===== src/hdl/rfa_pkg.sv =====
`timescale 1ns / 1ps
// ----------------------------------------------------------------------------
// rfa_pkg
// Shared constants, codes and command/status types for the fraction ALU.
// ----------------------------------------------------------------------------
package rfa_pkg;

    localparam int unsigned DefWidth = 32;
    localparam int unsigned MagW     = 64;

    localparam logic [1:0] FUNC_ADD = 2'd0;
    localparam logic [1:0] FUNC_SUB = 2'd1;
    localparam logic [1:0] FUNC_MUL = 2'd2;
    localparam logic [1:0] FUNC_DIV = 2'd3;

    typedef enum logic [3:0] {
        CMD_NONE,
        CMD_LOAD,
        CMD_MUL1,
        CMD_MUL2,
        CMD_MUL3,
        CMD_COMBINE,
        CMD_GINIT,
        CMD_DIVINIT,
        CMD_DIVSTEP,
        CMD_DIVSWAP,
        CMD_FINISH,
        CMD_UNDEF,
        CMD_ZERO
    } t_cmd;

    typedef struct packed {
        t_cmd       cmd;
        logic [1:0] divsel;
    } t_ctl;

    typedef struct packed {
        logic early;
        logic div_last;
        logic gcd_done;
        logic num_zero;
    } t_sts;

    localparam logic [1:0] DSEL_GCD = 2'd0;
    localparam logic [1:0] DSEL_NUM = 2'd1;
    localparam logic [1:0] DSEL_DEN = 2'd2;

endpackage


===== src/hdl/rfa_datapath.sv =====
`timescale 1ns / 1ps
// ----------------------------------------------------------------------------
// rfa_datapath
// Sign/magnitude split, shared 32x32 multiplier, bit-serial 64-bit divider
// used both for the Euclidean gcd and the final reduction, range check.
// ----------------------------------------------------------------------------
module rfa_datapath #(
    parameter int unsigned WIDTH = rfa_pkg::DefWidth
) (
    input  logic                 i_clk,
    input  rfa_pkg::t_ctl        i_ctl,
    input  logic [1:0]           i_func,
    input  logic [31:0]          i_a_num,
    input  logic [31:0]          i_a_den,
    input  logic [31:0]          i_b_num,
    input  logic [31:0]          i_b_den,
    output rfa_pkg::t_sts        o_sts,
    output logic [31:0]          o_res_num,
    output logic [30:0]          o_res_den,
    output logic                 o_undef,
    output logic                 o_ovf
);
    import rfa_pkg::*;

    localparam logic [MagW-1:0] Lim   = MagW'(1) << (WIDTH - 1);
    localparam logic [MagW-1:0] LimM1 = Lim - MagW'(1);

    logic [1:0]      r_op;
    logic [31:0]     r_an, r_ad, r_bn, r_bd;
    logic            r_san, r_sad, r_sbn, r_sbd;
    logic [MagW-1:0] r_p, r_q, r_dm, r_nm;
    logic            r_sp, r_sq, r_sn, r_sd;
    logic [MagW-1:0] r_x, r_y;
    logic [MagW-1:0] r_rem, r_quo, r_dvd;
    logic [5:0]      r_cnt;
    logic [MagW-1:0] r_nq;
    logic [31:0]     r_res_num;
    logic [30:0]     r_res_den;
    logic            r_undef, r_ovf;

    logic [31:0]     mul_a, mul_b;
    logic [MagW-1:0] mul_p;
    logic [MagW-1:0] divisor;
    logic [MagW:0]   sh_rem, trial;
    logic            neg;

    function automatic logic [31:0] mag32(input logic [31:0] v);
        mag32 = v[31] ? (32'd0 - v) : v;
    endfunction

    always_comb begin
        mul_a = r_an;
        mul_b = r_bd;
        if (i_ctl.cmd == CMD_MUL1) begin
            mul_b = (r_op == FUNC_MUL) ? r_bn : r_bd;
        end else if (i_ctl.cmd == CMD_MUL2) begin
            mul_a = r_ad;
            mul_b = (r_op == FUNC_DIV) ? r_bn : r_bd;
        end else if (i_ctl.cmd == CMD_MUL3) begin
            mul_a = r_bn;
            mul_b = r_ad;
        end
    end
    assign mul_p = MagW'(mul_a) * MagW'(mul_b);

    // gcd divides x by y; the reductions divide by the gcd left in x
    always_comb begin
        case (i_ctl.divsel)
            DSEL_GCD: divisor = r_y;
            default:  divisor = r_x;
        endcase
        sh_rem = {r_rem, r_dvd[MagW-1]};
        trial  = sh_rem - {1'b0, divisor};
    end

    assign neg = r_sn != r_sd;

    always_ff @(posedge i_clk) begin
        case (i_ctl.cmd)
            CMD_LOAD: begin
                r_op  <= i_func;
                r_an  <= mag32(i_a_num);
                r_ad  <= mag32(i_a_den);
                r_bn  <= mag32(i_b_num);
                r_bd  <= mag32(i_b_den);
                r_san <= i_a_num[31];
                r_sad <= i_a_den[31];
                r_sbn <= i_b_num[31];
                r_sbd <= i_b_den[31];
            end
            CMD_MUL1: begin
                r_p <= mul_p;
                if (r_op == FUNC_MUL) begin
                    r_sp <= r_san != r_sbn;
                end else begin
                    r_sp <= r_san != r_sbd;
                end
            end
            CMD_MUL2: begin
                r_dm <= mul_p;
                if (r_op == FUNC_DIV) begin
                    r_sd <= r_sad != r_sbn;
                end else begin
                    r_sd <= r_sad != r_sbd;
                end
                r_sq <= (r_sbn != r_sad) != (r_op == FUNC_SUB);
            end
            CMD_MUL3: begin
                r_q <= mul_p;
            end
            CMD_COMBINE: begin
                if (r_op[1]) begin
                    r_nm <= r_p;
                    r_sn <= r_sp;
                end else if (r_sp == r_sq) begin
                    r_nm <= r_p + r_q;
                    r_sn <= r_sp;
                end else if (r_p >= r_q) begin
                    r_nm <= r_p - r_q;
                    r_sn <= r_sp;
                end else begin
                    r_nm <= r_q - r_p;
                    r_sn <= r_sq;
                end
            end
            CMD_GINIT: begin
                r_x <= r_nm;
                r_y <= r_dm;
            end
            CMD_DIVINIT: begin
                case (i_ctl.divsel)
                    DSEL_GCD: r_dvd <= r_x;
                    DSEL_NUM: r_dvd <= r_nm;
                    default:  r_dvd <= r_dm;
                endcase
                r_rem <= '0;
                r_quo <= '0;
                r_cnt <= '0;
            end
            CMD_DIVSTEP: begin
                r_dvd <= {r_dvd[MagW-2:0], 1'b0};
                if (!trial[MagW]) begin
                    r_rem <= trial[MagW-1:0];
                    r_quo <= {r_quo[MagW-2:0], 1'b1};
                end else begin
                    r_rem <= sh_rem[MagW-1:0];
                    r_quo <= {r_quo[MagW-2:0], 1'b0};
                end
                r_cnt <= r_cnt + 6'd1;
            end
            CMD_DIVSWAP: begin
                case (i_ctl.divsel)
                    DSEL_GCD: begin
                        r_x <= r_y;
                        r_y <= r_rem;
                    end
                    default: begin
                        // numerator quotient kept, denominator division set up
                        r_nq  <= r_quo;
                        r_dvd <= r_dm;
                        r_rem <= '0;
                        r_quo <= '0;
                        r_cnt <= '0;
                    end
                endcase
            end
            CMD_FINISH: begin
                if (r_quo > LimM1 || (neg ? r_nq > Lim : r_nq > LimM1)) begin
                    r_res_num <= '0;
                    r_res_den <= '0;
                    r_ovf     <= 1'b1;
                end else begin
                    r_res_num <= neg ? (32'd0 - r_nq[31:0]) : r_nq[31:0];
                    r_res_den <= r_quo[30:0];
                    r_ovf     <= 1'b0;
                end
                r_undef <= 1'b0;
            end
            CMD_UNDEF: begin
                r_res_num <= '0;
                r_res_den <= '0;
                r_undef   <= 1'b1;
                r_ovf     <= 1'b0;
            end
            CMD_ZERO: begin
                r_res_num <= '0;
                r_res_den <= 31'd1;
                r_undef   <= 1'b0;
                r_ovf     <= 1'b0;
            end
            default: begin
            end
        endcase
    end

    assign o_sts.early    = r_ad == '0 || r_bd == '0 || (r_op == FUNC_DIV && r_bn == '0);
    assign o_sts.div_last = r_cnt == 6'd63;
    assign o_sts.gcd_done = r_y == '0;
    assign o_sts.num_zero = r_nm == '0;

    assign o_res_num = r_res_num;
    assign o_res_den = r_res_den;
    assign o_undef   = r_undef;
    assign o_ovf     = r_ovf;

endmodule


===== src/hdl/rfa_ctrl.sv =====
`timescale 1ns / 1ps
// ----------------------------------------------------------------------------
// rfa_ctrl
// Sequencer: load, three products, combine, gcd loop, two divisions, output.
// ----------------------------------------------------------------------------
module rfa_ctrl (
    input  logic          i_clk,
    input  logic          i_rst_n,
    input  logic          i_in_valid,
    output logic          o_in_ready,
    output logic          o_out_valid,
    input  logic          i_out_ready,
    input  rfa_pkg::t_sts i_sts,
    output rfa_pkg::t_ctl o_ctl
);
    import rfa_pkg::*;

    typedef enum logic [3:0] {
        S_IDLE, S_CHK, S_MUL1, S_MUL2, S_MUL3, S_COMB, S_ZCHK, S_GCHK,
        S_GDIV, S_GSWAP, S_NDIV, S_NSWAP, S_DDIV, S_FIN, S_OUT
    } t_state;

    t_state r_state, n_state;
    logic   r_out_valid, n_out_valid;

    always_comb begin
        n_state      = r_state;
        n_out_valid  = r_out_valid;
        o_ctl.cmd    = CMD_NONE;
        o_ctl.divsel = DSEL_GCD;
        case (r_state)
            S_IDLE: begin
                if (i_in_valid) begin
                    o_ctl.cmd = CMD_LOAD;
                    n_state   = S_CHK;
                end
            end
            S_CHK: begin
                if (i_sts.early) begin
                    o_ctl.cmd   = CMD_UNDEF;
                    n_state     = S_OUT;
                    n_out_valid = 1'b1;
                end else begin
                    n_state = S_MUL1;
                end
            end
            S_MUL1: begin
                o_ctl.cmd = CMD_MUL1;
                n_state   = S_MUL2;
            end
            S_MUL2: begin
                o_ctl.cmd = CMD_MUL2;
                n_state   = S_MUL3;
            end
            S_MUL3: begin
                o_ctl.cmd = CMD_MUL3;
                n_state   = S_COMB;
            end
            S_COMB: begin
                o_ctl.cmd = CMD_COMBINE;
                n_state   = S_ZCHK;
            end
            S_ZCHK: begin
                if (i_sts.num_zero) begin
                    o_ctl.cmd   = CMD_ZERO;
                    n_state     = S_OUT;
                    n_out_valid = 1'b1;
                end else begin
                    o_ctl.cmd = CMD_GINIT;
                    n_state   = S_GCHK;
                end
            end
            S_GCHK: begin
                o_ctl.cmd = CMD_DIVINIT;
                if (i_sts.gcd_done) begin
                    o_ctl.divsel = DSEL_NUM;
                    n_state      = S_NDIV;
                end else begin
                    n_state = S_GDIV;
                end
            end
            S_GDIV: begin
                o_ctl.cmd = CMD_DIVSTEP;
                if (i_sts.div_last) begin
                    n_state = S_GSWAP;
                end
            end
            S_GSWAP: begin
                o_ctl.cmd = CMD_DIVSWAP;
                n_state   = S_GCHK;
            end
            S_NDIV: begin
                o_ctl.cmd    = CMD_DIVSTEP;
                o_ctl.divsel = DSEL_NUM;
                if (i_sts.div_last) begin
                    n_state = S_NSWAP;
                end
            end
            S_NSWAP: begin
                o_ctl.cmd    = CMD_DIVSWAP;
                o_ctl.divsel = DSEL_NUM;
                n_state      = S_DDIV;
            end
            S_DDIV: begin
                o_ctl.cmd    = CMD_DIVSTEP;
                o_ctl.divsel = DSEL_DEN;
                if (i_sts.div_last) begin
                    n_state = S_FIN;
                end
            end
            S_FIN: begin
                o_ctl.cmd   = CMD_FINISH;
                n_state     = S_OUT;
                n_out_valid = 1'b1;
            end
            S_OUT: begin
                if (i_out_ready) begin
                    n_state     = S_IDLE;
                    n_out_valid = 1'b0;
                end
            end
            default: begin
                n_state = S_IDLE;
            end
        endcase
    end

    always_ff @(posedge i_clk) begin
        if (!i_rst_n) begin
            r_state     <= S_IDLE;
            r_out_valid <= 1'b0;
        end else begin
            r_state     <= n_state;
            r_out_valid <= n_out_valid;
        end
    end

    assign o_in_ready  = r_state == S_IDLE;
    assign o_out_valid = r_out_valid;

endmodule


===== src/hdl/rational_fraction_alu.sv =====
`timescale 1ns / 1ps
// ----------------------------------------------------------------------------
// rational_fraction_alu
// Exact add/sub/mul/div of two fractions with gcd reduction.
//
// channel | dir | tdata fields (low bit up)                  | tuser
// s_axis  | in  | func, a_num, a_den, b_num, b_den            | -
// m_axis  | out | res_num, res_den, is_undefined, overflow    | -
//
// One item at a time: operand check, three products, combine, zero check, gcd
// loop (Euclid steps, at most about 92, each a 64-step restoring divide), two
// reducing divides. Undefined operands exit at the operand check, a zero
// numerator at the zero check. A result waits in its register for m_axis_tready;
// input is ready again the cycle after. Synchronous active-low reset.
// ----------------------------------------------------------------------------
module rational_fraction_alu #(
    parameter int unsigned WIDTH = rfa_pkg::DefWidth
) (
    input  logic         i_clk,
    input  logic         i_rst_n,
    input  logic         s_axis_tvalid,
    output logic         s_axis_tready,
    // func[1:0], a_num[33:2], a_den[65:34], b_num[97:66], b_den[129:98]
    input  logic [135:0] s_axis_tdata,
    output logic         m_axis_tvalid,
    input  logic         m_axis_tready,
    // res_num[31:0], res_den[62:32], is_undefined[63], overflow[64]
    output logic [71:0]  m_axis_tdata
);
    import rfa_pkg::*;

    t_ctl        ctl;
    t_sts        sts;
    logic [31:0] res_num;
    logic [30:0] res_den;
    logic        undef, ovf;

    rfa_ctrl u_ctrl (
        .i_clk       (i_clk),
        .i_rst_n     (i_rst_n),
        .i_in_valid  (s_axis_tvalid),
        .o_in_ready  (s_axis_tready),
        .o_out_valid (m_axis_tvalid),
        .i_out_ready (m_axis_tready),
        .i_sts       (sts),
        .o_ctl       (ctl)
    );

    rfa_datapath #(.WIDTH(WIDTH)) u_dp (
        .i_clk     (i_clk),
        .i_ctl     (ctl),
        .i_func    (s_axis_tdata[1:0]),
        .i_a_num   (s_axis_tdata[33:2]),
        .i_a_den   (s_axis_tdata[65:34]),
        .i_b_num   (s_axis_tdata[97:66]),
        .i_b_den   (s_axis_tdata[129:98]),
        .o_sts     (sts),
        .o_res_num (res_num),
        .o_res_den (res_den),
        .o_undef   (undef),
        .o_ovf     (ovf)
    );

    assign m_axis_tdata = {7'd0, ovf, undef, res_den, res_num};

endmodule

===== config.mk =====
export PLATFORM = sky130hd
export DESIGN_NAME = rational_fraction_alu
export DESIGN_NICKNAME = d
export VERILOG_FILES = /design/src/hdl/rfa_pkg.sv /design/src/hdl/rfa_datapath.sv /design/src/hdl/rfa_ctrl.sv /design/src/hdl/rational_fraction_alu.sv
export SDC_FILE = /design/constraint.sdc
export NUM_CORES = 2
export LEC_CHECK = 0
export ABC_AREA = 1
export BUFFER_PORTS_ARGS = -buffer_cell sky130_fd_sc_hd__buf_2
export CELL_PAD_IN_SITES_DETAIL_PLACEMENT = 1
export CELL_PAD_IN_SITES_GLOBAL_PLACEMENT = 1
export CORE_MARGIN = 4
export CORE_UTILIZATION = 44
export DETAILED_ROUTE_END_ITERATION = 8
export PLACE_DENSITY = 0.84
export SLEW_MARGIN = 20
export SYNTH_ARGS = -nofsm -noshare
export SYNTH_HDL_FRONTEND = slang
export SYNTH_SLANG_ARGS = --single-unit
export TNS_END_PERCENT = 10

===== constraint.sdc =====
create_clock -name i_clk -period 12.6 [get_ports i_clk]
set_clock_uncertainty 0.2 [all_clocks]
set_input_delay 2.52 -clock i_clk [delete_from_list [all_inputs] [get_ports i_clk]]
set_output_delay 2.52 -clock i_clk [all_outputs]
set_load 0.02 [all_outputs]

# Word-level counts from Yosys, hierarchy flattened
# Cells that the tools add are included.
# word_totals
reg_bits	854
inputBits	140
output_inout_bits	74
# classes
n_eq_ne	48
mux	62
magnitude_cmp	4
bitwise	1
n_addsub	10
n_reduce_logical	27
mul	1
# ops
op	count
64-bit one-hot mux with 3 select lines	3
64-bit 2-to-1 mux	8
64-bit one-hot mux with 2 select lines	3
32-bit 2-to-1 mux	10
1-bit by 32-bit subtractor with 32-bit output, first input constant	5
31-bit 2-to-1 mux	5
64-bit by 31-bit > comparator with 1-bit output, second input constant	2
64-bit logical NOT	2
64-bit subtractor	2
32-bit logical NOT	3
31-bit one-hot mux with 3 select lines	1
65-bit by 64-bit subtractor with 65-bit output	1
64-bit adder	1
64-bit greater-or-equal comparator	1
64-bit by 32-bit > comparator with 1-bit output, second input constant	1
32-bit by 32-bit multiplier with 64-bit output	1
32-bit one-hot mux with 2 select lines	1
4-bit one-hot mux with 15 select lines	1
4-bit equality test, second input constant	12
4-bit one-hot mux with 11 select lines	1
4-bit 2-to-1 mux	9
4-bit by 3-bit equality test with 1-bit output, second input constant	8
6-bit one-hot mux with 3 select lines	1
4-bit by 2-bit equality test with 1-bit output, second input constant	4
28 further kinds	67

# Depth between registers and ports, before layout
# logic_depth
word_depth	10
depth_mapped	41
mapped_depth_nobuf	39

# Modules after synthesis
# From an unflattened synthesis, not the netlist that was laid out.
# unflattened
hier_cells	12387
hier_area_um2	94665.8
# modules_own_cells
module	area_each_um2	cells_each	n_inst
rfa_datapath	94042.7	12280	1
rfa_ctrl	551.8	97	1
rational_fraction_alu	71.3	10	1

# Worst setup path after synthesis
# No wires, ideal clock.
# synth_timing
path_type	input to register
startpoint	in s_axis_tvalid
endpoint	reg u_dp.r_ad[0] (enable)
setup_slack_ns	0.012
stages	2
t_arrival_ns	11.596
required_ns	11.608
cell_sequence	inv_1 -> nor3_1
# synth_via
elab_chain_len	3
# synth_rtl
item	line	text
start: declaration	rational_fraction_alu.sv:21	input logic s_axis_tvalid,
1-bit 2-to-1 mux	rfa_ctrl.sv:33	if (i_in_valid) begin
4-bit one-hot mux with 11 select lines	rfa_ctrl.sv:31	case (r_state)
4-bit by 1-bit equality test with 1-bit output	rfa_datapath.sv:79	case (i_ctl.cmd)
end signal: assignment	rfa_datapath.sv:83	r_ad <= mag32(i_a_den);
end: declaration	rfa_datapath.sv:29	logic [31:0] r_an, r_ad, r_bn, r_bd;
# Every way passes these cells.
# A chain may end at the register's enable or synchronous reset.

# Final worst setup path
# layout_timing
startpoint	reg u_ctrl.r_state[2]
endpoint	reg u_dp.r_dm[58] (data pin)
# layout_via
elab_chain_len	8
elab_cells_between_ends	27
classes_between	mul: 1; eq/ne: 16; mux: 7; reduce/logical: 3
# layout_rtl
item	line	text
start: declaration	rfa_ctrl.sv:23	t_state r_state, n_state;
start signal: assignment	rfa_ctrl.sv:133	r_state <= n_state;
4-bit equality test	rfa_ctrl.sv:31	
3-bit OR reduction (no source line) or 2-bit OR reduction (tied branches)	n/a	
4-bit one-hot mux with 11 select lines *	rfa_ctrl.sv:31	
4-bit by 3-bit equality test with 1-bit output	rfa_datapath.sv:59	end else if (i_ctl.cmd == CMD_MUL3) begin
32-bit 2-to-1 mux	rfa_datapath.sv:59	
32-bit 2-to-1 mux	rfa_datapath.sv:56	end else if (i_ctl.cmd == CMD_MUL2) begin
32-bit 2-to-1 mux	rfa_datapath.sv:54	if (i_ctl.cmd == CMD_MUL1) begin
32-bit by 32-bit multiplier with 64-bit output *	rfa_datapath.sv:64	assign mul_p = MagW'(mul_a) * MagW'(mul_b);
named net u_dp.mul_p[58]	rfa_datapath.sv:42	logic [MagW-1:0] mul_p;
end signal: assignment	rfa_datapath.sv:100	r_dm <= mul_p;
end: declaration	rfa_datapath.sv:31	logic [MagW-1:0] r_p, r_q, r_dm, r_nm;
# Mark *: on every way through the listed nets, which the timed path passes. The rest lies on a longest branch.

==> metrics <==
status complete, no violations; Crit path largest cell delay roughly 0.96 ns; first-pass GRT wire length 607,700 um; Total GRT Usage 36.59%; Syn Std Cell Area between 90,000 and 100,000 um2; CP required 12.85 ns; Yosys reg bits 854; Async SR Flop Fraction 0%; Clock Sinks around 850; # setup viols final 0; CTS buffer count between 90 and 100; die area between 200,000 and 250,000 um2; Seq/Total Area, Yosys approximately 27%; initial core utilization between 40% and 50%; I/O pin total 214; gpl congestion about 1; worst min path class reg -> reg; Mapped Cells 12,700; CTS resizes 0; FMAX 88.27 MHz; post-synth top area share a little over a quarter; unrepaired setup endpoints after global routing false; Critical-path top delay cell clkinv_1; EDFF count, synth 849; largest net degree at the start of global routing 142; number of global-route vias before repair 95,510; H-Tree Depth 3; aggregate negative setup slack 0 ns; top cells by area, synth edfxtp_1 27%, fa_1 19%, nand2_1 15%; global route overflow 0; total number of vias 87,320; Tcrit/Tclk final 89.91%; Clock Tree Root clkbuf_16; Core Rows 170; maxcap violations 0; DRT Wirelength ~410,000 um; crit start category flop; Main synth FF type edfxtp_1; initial antenna violation count 13; count of hold-fix buffers inserted at cts 0; Clock Latency Late Sink 0.77 ns; Final Max Tran Viols 0; Post-DRT Antenna Nets 0; Area Growth Syn to Fin 6.994%; overall die width 473.2 um; Post-CTS Setup Bufs 0; cell taking the most area after synthesis edfxtp_1; cell mode on critical path fa_1; Slew @ Worst Pin between 1 and 1.5 ns; via/cell ratio 5.590; count leader, synth nand2_1; Netlist cell types 66; commonest cells in the netlist 3,805 x nand2_1, 2,303 x inv_1, 1,598 x nor2_1; worst rel slew slack a little under a fifth; clk buf depth 3; die height 473.2 um; Tmin final 11.33 ns; Final Hold Viols 0; worst setup path class reg -> reg; routed len/inst about 26 um; Mean Syn Cell Area 7.500 um2; core area 214,800 um2; CTS tree done; fraction of final layout cells sized beyond drive strength 1 under 10%; drt pass-1 iters 6; DRT iter0 DRCs 7,092; post-DP HPWL between 300,000 and 400,000 um; fin nets 14,250; CP max FO 46; Buffers on Ports 200; drt drc 0; CP Capture Type flop; Syn. warnings 0; fill cell count 26,920; Critical Path AT 11.58 ns; clock slew at the register clock pins of the worst setup and hold paths 0.06 ns
per-stage QoR:
stage / setup WS (ns) / cell area, um2 / hold WS [ns] / utilization [%] / cells
floorplan: 0.01151 / 95230 / 0.2268 / - / 12700
finish: 1.271 / 101900 / 0.2670 / 47.42 / 15620
detailed placement: 1.676 / 98560 / 0.2517 / 45.88 / 15430
global placement: 1.749 / 98560 / 0.2354 / 45.88 / 15430
CTS: 1.586 / 101800 / 0.2654 / 47.41 / 15610
global route: 0.8360 / 101900 / 0.2788 / 47.41 / 15610
flip-flops by register name (all words and copies together) (netlist names), 4 cells and up:
signal	count
u_dp.r_cnt	6
u_dp.r_q	64
u_dp.r_y	64
u_dp.r_an	32
u_dp.r_quo	64
u_dp.r_nm	64
u_dp.r_dm	64
u_dp.r_rem	64
u_dp.r_dvd	64
u_dp.r_ad	32
u_dp.r_nq	64
u_dp.r_bn	32
u_ctrl.r_state	4
u_dp.r_x	64
u_dp.o_res_num	32
u_dp.r_p	64
u_dp.o_res_den	31
u_dp.r_bd	32
cell usage in the layout, fill, tap and decap left out, types with 9 or more instances in the layout:
| cell type | Yosys | final |
|---|---|---|
| a21boi_0 | 11 | 11 |
| a21o_1 | 18 | 18 |
| a21oi_1 | 369 | 367 |
| a21oi_2 | 21 | 18 |
| a31oi_1 | 28 | 28 |
| buf_2 | 209 | 200 |
| buf_4 | 56 | 117 |
| bufinv_16 | 0 | 11 |
| clkbuf_1 | 131 | 18 |
| clkbuf_16 | 0 | 99 |
| clkinv_1 | 3 | 22 |
| clkinv_2 | 0 | 16 |
| edfxtp_1 | 849 | 849 |
| fa_1 | 900 | 900 |
| ha_1 | 523 | 523 |
| inv_1 | 2303 | 2297 |
| inv_2 | 49 | 51 |
| nand2_1 | 3805 | 3802 |
| nand2_2 | 43 | 45 |
| nand3_1 | 415 | 415 |
| nand3b_1 | 13 | 13 |
| nand4_1 | 101 | 101 |
| nor2_1 | 1598 | 1593 |
| nor2_2 | 10 | 9 |
| nor2_4 | 5 | 11 |
| nor3_1 | 100 | 99 |
| nor4_1 | 78 | 78 |
| o211ai_1 | 78 | 78 |
| o21ai_0 | 350 | 347 |
| o21ai_1 | 100 | 102 |
| o21ai_2 | 23 | 23 |
| o21bai_1 | 44 | 44 |
| xnor2_1 | 109 | 108 |
| xor2_1 | 239 | 239 |
metal layers:
layer,wire length [um],track usage [%],vias to the layer above,part of all wire [%]
li1,-,-,38990,-
met3,26050,4.866,1167,6.3
met4,34190,24.76,4,8.3
met1,152200,42.13,43750,37
met5,23,0,-,0.0056
met2,200500,63.48,3402,49
cells by family (layout without fill, tap and decap cells):
logic type,Yosys count,in the layout,share of synthesized area (%)
mux,1,1,0.01051
xor+xnor,348,348,3.201
compound gates,1080,1080,6.430
fa+ha+maj,1423,1423,25.80
other cells,1,13,0.003939
simple gates,6201,6201,25.97
buf+inv,2787,2862,11.70
flops,854,854,26.88
worst paths after layout:
| kind | start | to | slack [ns] | depth (start not counted) |
|---|---|---|---|---|
| setup / recovery | u_ctrl.r_state[2]$_SDFFE_PN0P_ | u_dp.r_dm[58]$_DFFE_PP_ | 1.27 | 30 |
| hold / removal | u_dp.r_quo[63]$_SDFFCE_PP0P_ | u_dp.r_nq[63]$_DFFE_PP_ | 0.27 | 0 |
| setup reg to reg | u_ctrl.r_state[2]$_SDFFE_PN0P_ | u_dp.r_dm[58]$_DFFE_PP_ | 1.27 | 30 |
| hold reg to reg | u_dp.r_quo[63]$_SDFFCE_PP0P_ | u_dp.r_nq[63]$_DFFE_PP_ | 0.27 | 0 |
final cells by class:
type | count | area [um2] | area share, %
inverter | 2356 | 8856 | 8.694
tap | 2838 | 3551 | 3.486
sequential | 854 | 25590 | 25.13
antenna | 6 | 15.01 | 0.01474
multi-input combinational | 9060 | 58630 | 57.55
clock buffer | 118 | 2559 | 2.512
clock inverter | 68 | 725.7 | 0.7124
timing repair buffer | 320 | 1939 | 1.904
worst max-delay path, delay by kind of cell (launching register included):
family | cells | cell delay, ns
adders and majority gates | 9 | 4.43
and+or+nand+nor | 11 | 2.91
buffers and inverters | 7 | 2.07
xor gates and xnor gates | 1 | 0.57
DFF | 1 | 0.41
AOI/OAI and AO/OA | 2 | 0.32
Power is left out: the tool's default activity adds up to more than one toggle a clock period on the data nets, which glitch-free logic cannot reach.
